<file path="src/design/sws_pkg.sv">
// Shared types and constants of the sliding window sender.
package sws_pkg;

  localparam int MAX_WINDOW_DEF   = 16;
  localparam int SEQ_BITS_DEF     = 16;
  localparam int PAYLOAD_BITS_DEF = 32;

  localparam int CMD_BITS  = 2;
  localparam int KIND_BITS = 2;
  localparam int CFG_BITS  = 5;

  localparam logic [CFG_BITS-1:0] CFG_RESET = CFG_BITS'(1);

  typedef enum logic [CMD_BITS-1:0] {
    CMD_OFFER = 2'd0,
    CMD_ACK   = 2'd1,
    CMD_NACK  = 2'd2
  } cmd_e;

  typedef enum logic [KIND_BITS-1:0] {
    KIND_NONE   = 2'd0,
    KIND_NEW    = 2'd1,
    KIND_RESEND = 2'd2
  } kind_e;

endpackage

</file>
<file path="src/design/sws_ram.sv">
// Generic single-write, single-read RAM with registered read data.
module sws_ram #(
  parameter int WIDTH = 32,
  parameter int DEPTH = 16
) (
  input  logic                     clk_i,
  input  logic                     we_i,
  input  logic [$clog2(DEPTH)-1:0] waddr_i,
  input  logic [WIDTH-1:0]         wdata_i,
  input  logic                     re_i,
  input  logic [$clog2(DEPTH)-1:0] raddr_i,
  output logic [WIDTH-1:0]         rdata_o
);

  logic [WIDTH-1:0] mem_q [DEPTH];
  logic [WIDTH-1:0] rdata_q;

  always_ff @(posedge clk_i) begin
    if (we_i) begin
      mem_q[waddr_i] <= wdata_i;
    end
    if (re_i) begin
      rdata_q <= mem_q[raddr_i];
    end
  end

  assign rdata_o = rdata_q;

endmodule

</file>
<file path="src/design/sws_ctrl.sv">
// Window controller: base and next pointers, acknowledge marks, command sequencing.
module sws_ctrl #(
  parameter int MAX_WINDOW   = sws_pkg::MAX_WINDOW_DEF,
  parameter int SEQ_BITS     = sws_pkg::SEQ_BITS_DEF,
  parameter int PAYLOAD_BITS = sws_pkg::PAYLOAD_BITS_DEF
) (
  input  logic                            clk_i,
  input  logic                            rst_ni,
  input  logic                            start_i,
  output logic                            busy_o,
  input  logic [sws_pkg::CMD_BITS-1:0]    cmd_i,
  input  logic [SEQ_BITS-1:0]             ack_seq_i,
  input  logic [PAYLOAD_BITS-1:0]         payload_i,
  input  logic [$clog2(MAX_WINDOW):0]     eff_win_i,
  output logic                            ram_we_o,
  output logic [$clog2(MAX_WINDOW)-1:0]   ram_waddr_o,
  output logic [PAYLOAD_BITS-1:0]         ram_wdata_o,
  output logic                            ram_re_o,
  output logic [$clog2(MAX_WINDOW)-1:0]   ram_raddr_o,
  input  logic [PAYLOAD_BITS-1:0]         ram_rdata_i,
  output logic                            done_o,
  output logic [sws_pkg::KIND_BITS-1:0]   send_kind_o,
  output logic [SEQ_BITS-1:0]             send_seq_o,
  output logic [PAYLOAD_BITS-1:0]         send_payload_o,
  output logic                            offer_accepted_o,
  output logic [SEQ_BITS-1:0]             window_base_o,
  output logic [SEQ_BITS-1:0]             next_seq_o
);
  import sws_pkg::*;

  localparam int SLOT_BITS = $clog2(MAX_WINDOW);

  typedef enum logic {
    ST_IDLE,
    ST_ADV
  } state_e;

  state_e                  state_q, state_d;
  logic [SEQ_BITS-1:0]     base_q, base_d;
  logic [SEQ_BITS-1:0]     next_q, next_d;
  logic [MAX_WINDOW-1:0]   marks_q, marks_d;
  kind_e                   kind_q, kind_d;
  logic [SEQ_BITS-1:0]     sseq_q, sseq_d;
  logic [PAYLOAD_BITS-1:0] spay_q, spay_d;
  logic                    acc_q, acc_d;
  logic                    done_q, done_d;

  logic [SEQ_BITS-1:0]     cnt;
  logic [SEQ_BITS-1:0]     off;
  logic                    in_win;
  logic                    room;
  logic                    accept;
  logic                    do_offer;
  logic                    do_ack;
  logic                    do_nack;
  logic [SLOT_BITS-1:0]    bslot;
  logic                    adv;

  always_comb begin
    cnt      = next_q - base_q;
    off      = ack_seq_i - base_q;
    in_win   = off < cnt;
    room     = cnt < SEQ_BITS'(eff_win_i);
    accept   = start_i && (state_q == ST_IDLE);
    do_offer = accept && (cmd_i == CMD_OFFER) && room;
    do_ack   = accept && (cmd_i == CMD_ACK) && in_win;
    do_nack  = accept && (cmd_i == CMD_NACK) && in_win;
    bslot    = base_q[SLOT_BITS-1:0];
    adv      = (base_q != next_q) && marks_q[bslot];

    ram_we_o    = do_offer;
    ram_waddr_o = next_q[SLOT_BITS-1:0];
    ram_wdata_o = payload_i;
    ram_re_o    = do_nack;
    ram_raddr_o = ack_seq_i[SLOT_BITS-1:0];

    state_d = state_q;
    base_d  = base_q;
    next_d  = next_q;
    marks_d = marks_q;
    kind_d  = kind_q;
    sseq_d  = sseq_q;
    spay_d  = spay_q;
    acc_d   = acc_q;
    done_d  = 1'b0;

    unique case (state_q)
      ST_IDLE: begin
        if (accept) begin
          state_d = ST_ADV;
          kind_d  = KIND_NONE;
          sseq_d  = '0;
          spay_d  = '0;
          acc_d   = 1'b0;
          if (do_offer) begin
            marks_d[next_q[SLOT_BITS-1:0]] = 1'b0;
            kind_d = KIND_NEW;
            sseq_d = next_q;
            spay_d = payload_i;
            acc_d  = 1'b1;
            next_d = next_q + 1'b1;
          end
          if (do_ack) begin
            marks_d[ack_seq_i[SLOT_BITS-1:0]] = 1'b1;
          end
          if (do_nack) begin
            kind_d = KIND_RESEND;
            sseq_d = ack_seq_i;
          end
        end
      end
      ST_ADV: begin
        if (adv) begin
          // drop the acknowledged slot at the base and step past it
          marks_d[bslot] = 1'b0;
          base_d = base_q + 1'b1;
        end else begin
          if (kind_q == KIND_RESEND) begin
            spay_d = ram_rdata_i;
          end
          done_d  = 1'b1;
          state_d = ST_IDLE;
        end
      end
      default: state_d = ST_IDLE;
    endcase
  end

  always_ff @(posedge clk_i or negedge rst_ni) begin
    if (!rst_ni) begin
      state_q <= ST_IDLE;
      base_q  <= '0;
      next_q  <= '0;
      marks_q <= '0;
      kind_q  <= KIND_NONE;
      sseq_q  <= '0;
      spay_q  <= '0;
      acc_q   <= 1'b0;
      done_q  <= 1'b0;
    end else begin
      state_q <= state_d;
      base_q  <= base_d;
      next_q  <= next_d;
      marks_q <= marks_d;
      kind_q  <= kind_d;
      sseq_q  <= sseq_d;
      spay_q  <= spay_d;
      acc_q   <= acc_d;
      done_q  <= done_d;
    end
  end

  assign busy_o           = (state_q != ST_IDLE);
  assign done_o           = done_q;
  assign send_kind_o      = kind_q;
  assign send_seq_o       = sseq_q;
  assign send_payload_o   = spay_q;
  assign offer_accepted_o = acc_q;
  assign window_base_o    = base_q;
  assign next_seq_o       = next_q;

endmodule

</file>
<file path="src/design/sliding_window_sender.sv">
// Top level of the selective-repeat sliding window sender.
//
// Commands enter on start_i/busy_o: a command is taken at a clock edge with
// start_i high and busy_o low. cmd_i selects offer, acknowledge or negative
// acknowledge; ack_seq_i and payload_i carry its operands.
// Every command gives exactly one result, shown for one cycle with done_o
// high; the receiver has no way to hold it off.
// The window size register is written over cfg_valid_i/cfg_ready_o/cfg_data_i,
// which is always ready; write it only while no command is in flight.
// After the edge that takes the command, the base moves past the acknowledged
// slots (0 to MAX_WINDOW of them), one slot per cycle, and then the result is
// shown. A new command can be taken at the edge that ends the result cycle.
// Resent handles come from the slot RAM, read in the cycle the command is
// taken.
// Reset sets the window size to 1, both pointers to 0 and clears every
// acknowledge mark; the slot RAM keeps its contents and needs no clearing.
module sliding_window_sender #(
  parameter int MAX_WINDOW   = sws_pkg::MAX_WINDOW_DEF,
  parameter int SEQ_BITS     = sws_pkg::SEQ_BITS_DEF,
  parameter int PAYLOAD_BITS = sws_pkg::PAYLOAD_BITS_DEF
) (
  input  logic                          clk_i,
  input  logic                          rst_ni,
  input  logic                          start_i,
  output logic                          busy_o,
  input  logic [sws_pkg::CMD_BITS-1:0]  cmd_i,
  input  logic [SEQ_BITS-1:0]           ack_seq_i,
  input  logic [PAYLOAD_BITS-1:0]       payload_i,
  input  logic                          cfg_valid_i,
  output logic                          cfg_ready_o,
  input  logic [sws_pkg::CFG_BITS-1:0]  cfg_data_i,
  output logic                          done_o,
  output logic [sws_pkg::KIND_BITS-1:0] send_kind_o,
  output logic [SEQ_BITS-1:0]           send_seq_o,
  output logic [PAYLOAD_BITS-1:0]       send_payload_o,
  output logic                          offer_accepted_o,
  output logic [SEQ_BITS-1:0]           window_base_o,
  output logic [SEQ_BITS-1:0]           next_seq_o
);
  import sws_pkg::*;

  localparam int SLOT_BITS = $clog2(MAX_WINDOW);
  localparam int WIN_BITS  = SLOT_BITS + 1;
  localparam int CMP_BITS  = (WIN_BITS > CFG_BITS) ? WIN_BITS : CFG_BITS;

  logic [CFG_BITS-1:0]     win_cfg_q;
  logic [WIN_BITS-1:0]     eff_win;
  logic                    ram_we;
  logic [SLOT_BITS-1:0]    ram_waddr;
  logic [PAYLOAD_BITS-1:0] ram_wdata;
  logic                    ram_re;
  logic [SLOT_BITS-1:0]    ram_raddr;
  logic [PAYLOAD_BITS-1:0] ram_rdata;

  always_ff @(posedge clk_i or negedge rst_ni) begin
    if (!rst_ni) begin
      win_cfg_q <= CFG_RESET;
    end else if (cfg_valid_i && cfg_ready_o) begin
      win_cfg_q <= cfg_data_i;
    end
  end

  assign cfg_ready_o = 1'b1;

  // clamp the register to 1 .. MAX_WINDOW
  always_comb begin
    if (win_cfg_q == '0) begin
      eff_win = WIN_BITS'(1);
    end else if (CMP_BITS'(win_cfg_q) > CMP_BITS'(MAX_WINDOW)) begin
      eff_win = WIN_BITS'(MAX_WINDOW);
    end else begin
      eff_win = WIN_BITS'(win_cfg_q);
    end
  end

  sws_ctrl #(
    .MAX_WINDOW   (MAX_WINDOW),
    .SEQ_BITS     (SEQ_BITS),
    .PAYLOAD_BITS (PAYLOAD_BITS)
  ) u_ctrl (
    .clk_i            (clk_i),
    .rst_ni           (rst_ni),
    .start_i          (start_i),
    .busy_o           (busy_o),
    .cmd_i            (cmd_i),
    .ack_seq_i        (ack_seq_i),
    .payload_i        (payload_i),
    .eff_win_i        (eff_win),
    .ram_we_o         (ram_we),
    .ram_waddr_o      (ram_waddr),
    .ram_wdata_o      (ram_wdata),
    .ram_re_o         (ram_re),
    .ram_raddr_o      (ram_raddr),
    .ram_rdata_i      (ram_rdata),
    .done_o           (done_o),
    .send_kind_o      (send_kind_o),
    .send_seq_o       (send_seq_o),
    .send_payload_o   (send_payload_o),
    .offer_accepted_o (offer_accepted_o),
    .window_base_o    (window_base_o),
    .next_seq_o       (next_seq_o)
  );

  sws_ram #(
    .WIDTH (PAYLOAD_BITS),
    .DEPTH (MAX_WINDOW)
  ) u_slot_ram (
    .clk_i   (clk_i),
    .we_i    (ram_we),
    .waddr_i (ram_waddr),
    .wdata_i (ram_wdata),
    .re_i    (ram_re),
    .raddr_i (ram_raddr),
    .rdata_o (ram_rdata)
  );

endmodule

</file>
<file path="config.mk">
export PLATFORM = sky130hd
export DESIGN_NAME = sliding_window_sender
export DESIGN_NICKNAME = d
export VERILOG_FILES = /design/src/design/sws_pkg.sv /design/src/design/sws_ram.sv /design/src/design/sws_ctrl.sv /design/src/design/sliding_window_sender.sv
export SDC_FILE = /design/constraint.sdc
export NUM_CORES = 1
export LEC_CHECK = 0
export BUFFER_PORTS_ARGS = -buffer_cell sky130_fd_sc_hd__buf_2
export CAP_MARGIN = 0
export CORE_ASPECT_RATIO = 2
export CORE_MARGIN = 4
export CORE_UTILIZATION = 55
export CTS_BUF_LIST = sky130_fd_sc_hd__clkbuf_8
export DETAILED_ROUTE_END_ITERATION = 8
export PLACE_DENSITY = 0.79
export SYNTH_ARGS = -nofsm -noshare
export SYNTH_HDL_FRONTEND = slang
export SYNTH_SLANG_ARGS = --single-unit
</file>
<file path="constraint.sdc">
create_clock -name clk_i -period 8.7 [get_ports clk_i]
set_clock_uncertainty 0.05 [all_clocks]
set_input_delay 0 -clock clk_i [delete_from_list [all_inputs] [get_ports clk_i]]
set_output_delay 0 -clock clk_i [all_outputs]
set_load 0.005 [all_outputs]
</file>
# Word level (Yosys, flattened, before mapping)
# Memories as Yosys holds them, arrays and structs flattened. A register that Yosys moved wholly into a read port is not among the register bits.
# Index checks and enable logic that the tools add are counted.
[totals] regBits=106 ramBits=512 input_bits=59 output_inout_bits=86 word_cells=89 n_memories=1
[memory_table] name="u_slot_ram.mem_q" words=16 width=32 read_ports=1 rd_ports_with_merged_regs=1 write_ports=1 line_no="sws_ram.sv:15" rtl="logic [WIDTH-1:0] mem_q [DEPTH];"
[classes] n_addsub=4 magnitude_cmp=9 n_eq_ne=8 muxes=33 bitwise_logic=6 n_reduce_logical=18
[op_table] operator="16-bit two-way mux" count=8
[op_table] operator="32-bit two-way mux" count=4
[op_table] operator="32-bit one-hot mux with 2 select lines" count=1
[op_table] operator="16-bit by 1-bit adder with 16-bit output (second input constant)" count=2
[op_table] operator="16-bit bitwise AND" count=2
[op_table] operator="16-bit NOT" count=2
[op_table] operator="16-bit one-hot mux with 2 select lines" count=1
[op_table] operator="16-bit subtractor" count=2
[op_table] operator="16-bit < comparator" count=1
[op_table] operator="16-bit by 5-bit < comparator with 1-bit output" count=1
[op_table] operator="16-bit inequality test" count=1
[op_table] operator="16-bit OR" count=1
[op_table] operator="4-bit by 5-bit < comparator with 1-bit output (second input constant)" count=3
[op_table] operator="1-bit demux with 4-bit select" count=3
[op_table] operator="4-bit by 1-bit >= comparator with 1-bit output (second input constant)" count=3
[op_table] operator="1-bit logical AND" count=11
[op_table] operator="1-bit two-way mux" count=11
[op_table] operator="5-bit two-way mux" count=2
[op_table] operator="2-bit inequality test (second input constant)" count=3
[op_table] operator="2-bit AND reduction" count=3
[op_table] operator="3-bit AND reduction" count=2
[op_table] operator="5-bit greater-than comparator (second input constant)" count=1
[op_table] operator="5-bit zero test" count=1
[op_table] operator="1-bit binary-select mux with 4-bit select" count=1
[op_table] operator="7 further kinds" count=8

# Longest topological paths before layout
# Gate-level depths: netlist of run 1.
[logic_depth] depth_word=13 mapped_depth=24 depth_no_buf=20

# Modules after synthesis
# Synthesis of run 1 repeated with hierarchy kept, for this count alone.
[hier_totals] cells_unflattened=1670 hier_area_um2=27532.7
[by_module_without_submodules] mod="sws_ram" instances=1 cells_per_inst=838 area_each_um2=20155.6 seq_area_each_um2=16335.7
[by_module_without_submodules] mod="sws_ctrl" instances=1 cells_per_inst=812 area_each_um2=7148.1 seq_area_each_um2=2527.4
[by_module_without_submodules] mod="sliding_window_sender" instances=1 cells_per_inst=20 area_each_um2=229.0 seq_area_each_um2=126.4

# Least setup slack after synthesis of run 1
# Ideal clock, no wire load.
[synth_timing] path_kind="reg-to-reg" start="register u_ctrl.next_q[0] (netlist: u_ctrl.next_seq_o[0])" end="memory u_slot_ram.mem_q[3][0] (enable)" setup_ps=461 t_arrival_ps=5941 required_time_ps=8189 setup_slack_ps=2248 stages_incl_launch_ff=18 path_buffers=1 synth_period_minus_slack_ps=6452 path_cell_list="dfrtp_1 > clkbuf_1 > inv_1 > ha_1 > inv_1 > fa_1 > a21o_1 > a21oi_1 > xnor2_1 > ha_1 > or4b_1 > or4_1 > a22oi_1 > nand4_1 > and4bb_2 > and2_1 > nand2_1 > nor3_1"
[synth_between] elab_chain_cells=5
[synth_lines] item="start: declaration" line_no="sws_ctrl.sv:40" rtl="logic [SEQ_BITS-1:0] next_q, next_d;"
[synth_lines] item="start signal: assignment" line_no="sws_ctrl.sv:143" rtl="next_q <= next_d;"
[synth_lines] item="16-bit subtractor" line_no="sws_ctrl.sv:60" rtl="cnt = next_q - base_q;"
[synth_lines] item="16-bit by 5-bit < comparator with 1-bit output" line_no="sws_ctrl.sv:63" rtl="room = cnt < SEQ_BITS'(eff_win_i);"
[synth_lines] item="1-bit logical AND" line_no="sws_ctrl.sv:65" rtl="do_offer = accept && (cmd_i == CMD_OFFER) && room;"
[synth_lines] item="1-bit two-way mux" line_no="sws_ram.sv:19" rtl="if (we_i) begin"
[synth_lines] item="1-bit two-way mux (implied by the code)" line_no="sws_ram.sv:20" rtl="mem_q[waddr_i] <= wdata_i;"
[synth_lines] item="end: declaration" line_no="sws_ram.sv:15"
# Several ways; a longest one is shown, not always the timed one.

# Worst setup path after layout of run 1
[layout_timing] start="register u_ctrl.base_q[0] (netlist: u_ctrl.window_base_o[0])" end="register u_ctrl.marks_q[12]"
[layout_between] elab_chain_cells=10 word_cells_on_any_way=27 cone_classes="2 x add/sub; 4 x order compare; 2 x eq/ne; 11 x mux; 3 x bitwise; 5 x reduce/logical"
[layout_lines] item="start: declaration" line_no="sws_ctrl.sv:39" rtl="logic [SEQ_BITS-1:0] base_q, base_d;"
[layout_lines] item="start signal: assignment" line_no="sws_ctrl.sv:142" rtl="base_q <= base_d;"
[layout_lines] item="16-bit subtractor" line_no="sws_ctrl.sv:60"
[layout_lines] item="16-bit by 5-bit < comparator with 1-bit output" line_no="sws_ctrl.sv:63"
[layout_lines] item="1-bit logical AND" line_no="sws_ctrl.sv:65"
[layout_lines] item="16-bit two-way mux" line_no="sws_ctrl.sv:95" rtl="if (do_offer) begin"
[layout_lines] item="16-bit two-way mux" line_no="sws_ctrl.sv:89" rtl="if (accept) begin"
[layout_lines] item="16-bit two-way mux" line_no="sws_ctrl.sv:87" rtl="unique case (state_q)"
[layout_lines] item="16-bit OR (no source line)"
[layout_lines] item="16-bit two-way mux" line_no="sws_ctrl.sv:103" rtl="if (do_ack) begin"
[layout_lines] item="16-bit two-way mux" line_no="sws_ctrl.sv:89"
[layout_lines] item="16-bit one-hot mux with 2 select lines" line_no="sws_ctrl.sv:87"
[layout_lines] item="end signal: assignment" line_no="sws_ctrl.sv:144" rtl="marks_q <= marks_d;"
[layout_lines] item="end: declaration" line_no="sws_ctrl.sv:41" rtl="logic [MAX_WINDOW-1:0] marks_q, marks_d;"
# Several ways; a longest one is shown, not always the timed one. The select of a mux whose other input is x is not followed.
# A chain may end at the register's enable or synchronous reset.

==> summary.md, run 1 <==
| Metric | Value |
|---|---|
| First DRT Iteration DRCs | 1570 |
| Wirelength per Cell | 27.0 um |
| ANT nets after route | 0 |
| Crit path time final | 5860 ps |
| Yosys top cell by area | edfxtp_1 |
| Worst-Skew Late Latency | 670 ps |
| Post-synth top area share | 0.594 |
| Adder-cell share of the synthesized area | 0.0265 |
| Slew Viols, Final | 0 |
| Top-count cell post-synth | edfxtp_1 |
| Final-layout fill cell count | 3321 |
| Compound-Gate Fraction of Synth Area | 0.0649 |
| TritonCTS Buffers | 88 |
| Status | completed |
| Initial antenna violation count | 3 |
| Worst-case clock buffer depth | 3 |
| First-pass GRT wire length | 103000 um |
| Die X | 166 um |
| Largest fanout on the critical path | 39 |
| Synth cell types | 73 |
| Total wire length | 67600 um |
| Max-Slew Margin vs Limit | 0.145 |
| Starting Density | 0.557 |
| Sw power | 2470 uW |
| CP Launch Type | flip-flop |
| CTS tree | built |
| Clk pin slew, worst setup/hold paths | 80 ps |
| Tot GR Track Use | 0.254 |
| Ys flop type | edfxtp_1 |
| Crit share post-route | 0.674 |
| Die area | 0.0539 mm2 |
| Area occupied by multi-input gates | 0.00806 mm2 |
| Synth Cell Area | 0.0275 mm2 |
| Via density | 6.27 |
| Worst hold slack | 83.2 ps |
| Post-DP HPWL | 41600 um |
| Largest family of logic cells by synthesized area | multiplexers |
| Slew @ Worst Pin | 1280 ps |
| Worst min path class | in2reg |
| Clock root buffer | clkbuf_8 |
| Max Fclk | 171 MHz |
| Number of max-cap violations | 0 |
| Clock group share of total power | 0.301 |
| EDFF count, synth | 544 |
| Commonest cells in the netlist | edfxtp_1, mux4_2, dfrtp_1 |
| Clk sinks | 650 |
| Register Area | 0.0190 mm2 |
| CP required | 9200 ps |
| Post-CTS Setup Bufs | 0 |
| Top cells by area, synth | edfxtp_1, mux4_2, dfrtp_1, ha_1, xnor2_1 |
| DRC viols | 0 |
| PwrDens | 253 mW/mm2 |
| Die Span Y | 324 um |
| Logic pwr share | 0.237 |
| Register share of total power | 0.461 |
| Net switching fraction of the power | 0.308 |
| Max IR drop VDD | 209 uV |
| Via count | 15700 |
| # IOs | 145 |
| RePlAce Congestion | 0.930 |
| Gr ovfl total | 0 |
| Synth Instances | 1535 |
| Vias in the first global route | 16700 |
| H-Tree Level Count | 3 |
| Syn avg cell area | 17.9 um2 |
| Mux share of post-synthesis cell area | 0.137 |
| Area of the core | 0.0494 mm2 |
| Post-route setup TNS | 0 ps |
| Worst Path Arrival | 6360 ps |
| Final setup fails | 0 |
| Post-Synth XOR/XNOR Area | 0.0166 |
| Yosys synthesis warning count | 0 |
| Syn nets | 1651 |
| Site Rows | 115 |
| Async SR Flop Fraction | 0.163 |
| Router iterations before antenna repair | 7 |
| Input/output buffers | 143 |
| Final Hold Viols | 0 |
| Post-Synth Simple-Gate Area | 0.0440 |
| Unrepaired setup endpoints after global routing | false |
| Share of cells above drive strength 1 | 0.293 |
| Int Pwr | 5530 uW |
| Critical path class | reg2reg |
| Area Overhead vs Synth | 14.7% |
| Sequential-to-total area share from yosys stat | 0.690 |
| Static leakage | 0.0110 uW |
| #FFs+latches synth | 650 |
| Final #Nets | 1899 |
| Largest net degree at the start of global routing | 77 |
| CP Capture Type | flip-flop |
==> final cells by class <==
type,instances,share of cell area
Antenna cell,3,0.000238
Clock buffer,104,0.0454
Clock inverter,59,0.0134
Inverter,55,0.00654
Multi-Input combinational cell,752,0.256
Sequential cell,650,0.602
Tap cell,643,0.0255
Timing Repair Buffer,236,0.0516
==> routing by layer <==
metal	wire [um]	share of wire	vias up	global-route usage
met4	3510	0.052	0	0.127
met5	0	0	-	0
li1	-	-	6722	-
met2	37600	0.56	743	0.476
met3	3930	0.058	174	0.0406
met1	22600	0.33	8039	0.280
==> path summary, 6_finish.rpt <==
check | start | to | slack [ps] | depth (start not counted)
setup reg to reg | u_ctrl.window_base_o[0] | u_ctrl.marks_q[12] | 2840 | 17
hold / removal | ack_seq_i[9] | u_ctrl.send_seq_o[9] | 80 | 4
hold reg to reg | u_ctrl.window_base_o[14] | u_ctrl.window_base_o[14] | 440 | 1
min in group asynchronous | rst_ni | u_ctrl.window_base_o[3] | 370 | 4
max in group asynchronous | rst_ni | u_ctrl.send_payload_o[18] | 7350 | 4
setup / recovery | u_ctrl.window_base_o[0] | u_ctrl.marks_q[12] | 2840 | 17
==> cell usage in the layout (no fill, tap or decap), types with 24 or more instances in the layout <==
master / Yosys / routed
o21ai_0: 24 / 24
a22oi_1: 29 / 29
nor2_1: 68 / 56
dfrtp_1: 105 / 104
ha_1: 55 / 55
clkbuf_8: 0 / 105
nand3_1: 26 / 26
o31ai_1: 29 / 29
a21oi_1: 33 / 32
xnor2_1: 41 / 41
inv_1: 53 / 75
dlygate4sd3_1: 0 / 72
nand2_1: 44 / 43
buf_2: 7 / 140
mux4_2: 165 / 165
edfxtp_1: 544 / 544
==> critical path, stage by stage, from the launching register on <==
cell	delay [ps]
dfrtp_1	680
ha_1	260
inv_1	60
fa_1	420
a21o_1	180
a21oi_1	180
xnor2_1	110
ha_1	210
or4b_1	490
or4_1	470
nand2_1	90
nand4_1	110
nor4b_1	270
and4_4	690
buf_4	550
a31o_2	230
o41ai_1	70
dlygate4sd3_1	600
==> sequential cells by signal, indices dropped and copies added, names as in the netlist, 2 cells and up <==
signal and flops:
u_slot_ram.mem_q 512, u_ctrl.send_payload_o 32, u_slot_ram.rdata_o 32, u_ctrl.marks_q 16, u_ctrl.next_seq_o 16, u_ctrl.send_seq_o 16, u_ctrl.window_base_o 16, win_cfg_q 5
u_ctrl.send_kind_o 2
==> kinds of logic after synthesis <==
family                   after synthesis
AO/OA/AOI/OAI                        232
XOR/XNOR                              52
adder cells (fa/ha/maj)               57
buffers and inverters                133
flip-flops                           650
multiplexers                         170
other                                  1
AND/OR/NAND/NOR                      240
==> per-stage QoR <==
stage	area [um2]	utilization	setup WS [ps]	power [uW]	instances
final	31600	0.639	2840	8000	2502
after global routing	31600	0.639	2580	8360	2502
after CTS	31500	0.639	2900	8020	2499
after detailed placement	28900	0.586	3060	5590	2263
after global placement	28900	0.586	3140	5540	2263
after floorplan	27500	-	2250	4870	1535
==> power groups by stage <==
stage	clock network, uW	logic, uW	registers (uW)
floorplan	0	1170	3710
global placement	0	1790	3750
detailed placement	0	1840	3750
CTS	2450	1880	3690
global route	2600	2050	3710
finish	2410	1900	3690
==> what timing repair did <==
action	in CTS	in global routing
resized for setup	0	0
endpoints found under the setup margin	0	0
hold buffers	73	0
endpoints found under the hold margin	625	0
Note: power is estimated with default switching activity, not from simulation.
==> run 2: changes to the inputs <==
Settings changed: PLACE_DENSITY 0.79 to 0.82.
Clock period 8.7 ns to 5.3 ns, I/O delays scaled along.
==> summary.md, run 2 (same netlist as run 1, synthesis figures left out) <==
| Metric | Value |
|---|---|
| Router iterations before antenna repair | 6 |
| Area occupied by multi-input gates | 0.00814 mm2 |
| Largest fanout on the critical path | 32 |
| Die X | 166 um |
| Area Overhead vs Synth | 15.8% |
| Final Hold Viols | 0 |
| Crit share post-route | 0.953 |
| Total wire length | 69800 um |
| Worst Path Arrival | 5530 ps |
| Final #Nets | 1927 |
| Max Fclk | 198 MHz |
| Final setup fails | 0 |
| Static leakage | 0.0111 uW |
| DRC viols | 0 |
| Via density | 6.39 |
| Clk pin slew, worst setup/hold paths | 70 ps |
| Clk sinks | 650 |
| Max-Slew Margin vs Limit | 0.280 |
| TritonCTS Buffers | 84 |
| Slew Viols, Final | 0 |
| First DRT Iteration DRCs | 1706 |
| Vias in the first global route | 17200 |
| Wirelength per Cell | 27.6 um |
| Final-layout fill cell count | 3192 |
| First-pass GRT wire length | 105000 um |
| Starting Density | 0.557 |
| CTS tree | built |
| Max IR drop VDD | 275 uV |
| Gr ovfl total | 0 |
| Worst hold slack | 66.5 ps |
| Area of the core | 0.0494 mm2 |
| DP Worst Slack | 472 ps |
| Worst min path class | in2reg |
| ANT nets after route | 0 |
| Slew @ Worst Pin | 1080 ps |
| Die Span Y | 324 um |
| Largest Register | u_slot_ram.mem_q |
| RePlAce Congestion | 0.930 |
| Post-DP HPWL | 43400 um |
| CP required | 5780 ps |
| Clock root buffer | clkbuf_8 |
| Number of max-cap violations | 0 |
| Critical path class | reg2reg |
| # IOs | 145 |
| Worst-case clock buffer depth | 3 |
| Site Rows | 115 |
| H-Tree Level Count | 3 |
| Tot GR Track Use | 0.258 |
| Die area | 0.0539 mm2 |
| Status | completed |
| Max reg flops | 512 |
| Worst-Skew Late Latency | 680 ps |
| PwrDens | 410 mW/mm2 |
| Register Area | 0.0190 mm2 |
| Crit path time final | 5050 ps |
| Final worst slack | 249 ps |
| Most common cell after layout, fill and taps aside | edfxtp_1 |
| CP Capture Type | flip-flop |
| Initial antenna violation count | 2 |
| Share of cells above drive strength 1 | 0.308 |
| Via count | 16100 |
| Input/output buffers | 143 |
| Largest net degree at the start of global routing | 75 |
| CP Launch Type | flip-flop |
| Most frequent cells in the layout | edfxtp_1, mux4_2, buf_2, dfrtp_1, clkbuf_8 |
## run 2: cell type report
class / instances / share of cell area
Clock buffer: 92 / 0.0397
Antenna cell: 1 / 0.0000785
Inverter: 55 / 0.00648
Sequential cell: 650 / 0.596
Timing Repair Buffer: 267 / 0.0635
Multi-Input combinational cell: 753 / 0.256
Clock inverter: 64 / 0.0133
Tap cell: 643 / 0.0253
## run 2: metrics by stage
| stage | total power, uW | util | instance area, um2 | std cells | setup TNS, ps |
|---|---|---|---|---|---|
| 6_report | 13100 | 0.646 | 31900 | 2525 | 0 |
| 5_1_grt | 13600 | 0.646 | 31900 | 2525 | -88.8 |
| 4_1_cts | 13000 | 0.643 | 31800 | 2519 | 0 |
| 3_5_place_dp | 9280 | 0.594 | 29300 | 2290 | 0 |
| 3_3_place_gp | 9180 | 0.594 | 29300 | 2290 | 0 |
| 2_1_floorplan | 8010 | - | 27500 | 1535 | -70330 |
## run 2: final timing paths
kind	start	endpoint	slack [ps]	cells after the start
min	ack_seq_i[3]	u_ctrl.marks_q[8]	70	4
min in group asynchronous	rst_ni	win_cfg_q[0]	410	3
max in group asynchronous	rst_ni	u_ctrl.busy_o	4010	4
min reg2reg	u_ctrl.marks_q[2]	u_ctrl.marks_q[2]	460	2
max	u_ctrl.next_seq_o[0]	u_ctrl.marks_q[4]	250	18
max reg2reg	u_ctrl.next_seq_o[0]	u_ctrl.marks_q[4]	250	18
## run 2: what timing repair did
action,in CTS,in global routing
gates resized for setup,0,14
setup buffers,0,4
hold endpoints to repair,638,0
setup endpoints to repair,0,2
hold buffers,73,0
## run 2: where the power goes
group,switching [uW],internal (uW)
clock,1830,1830
combinational,2150,1270
sequential,153,5820
total,4130,8920
## run 2: per-layer routing
metal	up-vias	wire length [um]	track usage
met5	-	13	0
met4	2	3940	0.134
met3	218	4730	0.0410
met2	884	37600	0.468
met1	8260	23500	0.298
li1	6783	-	-
## run 2: critical path, stage by stage (launching register included)
cell,delay [ps]
dfrtp_1,380
inv_1,130
ha_1,190
inv_1,50
fa_1,430
a21o_1,180
a21oi_1,180
xnor2_1,110
ha_1,190
or4b_1,450
or4_1,440
nand2_1,90
nand4_1,170
nor4b_4,400
and4_4,340
buf_12,220
a31o_2,190
o41ai_1,60
dlygate4sd3_1,600
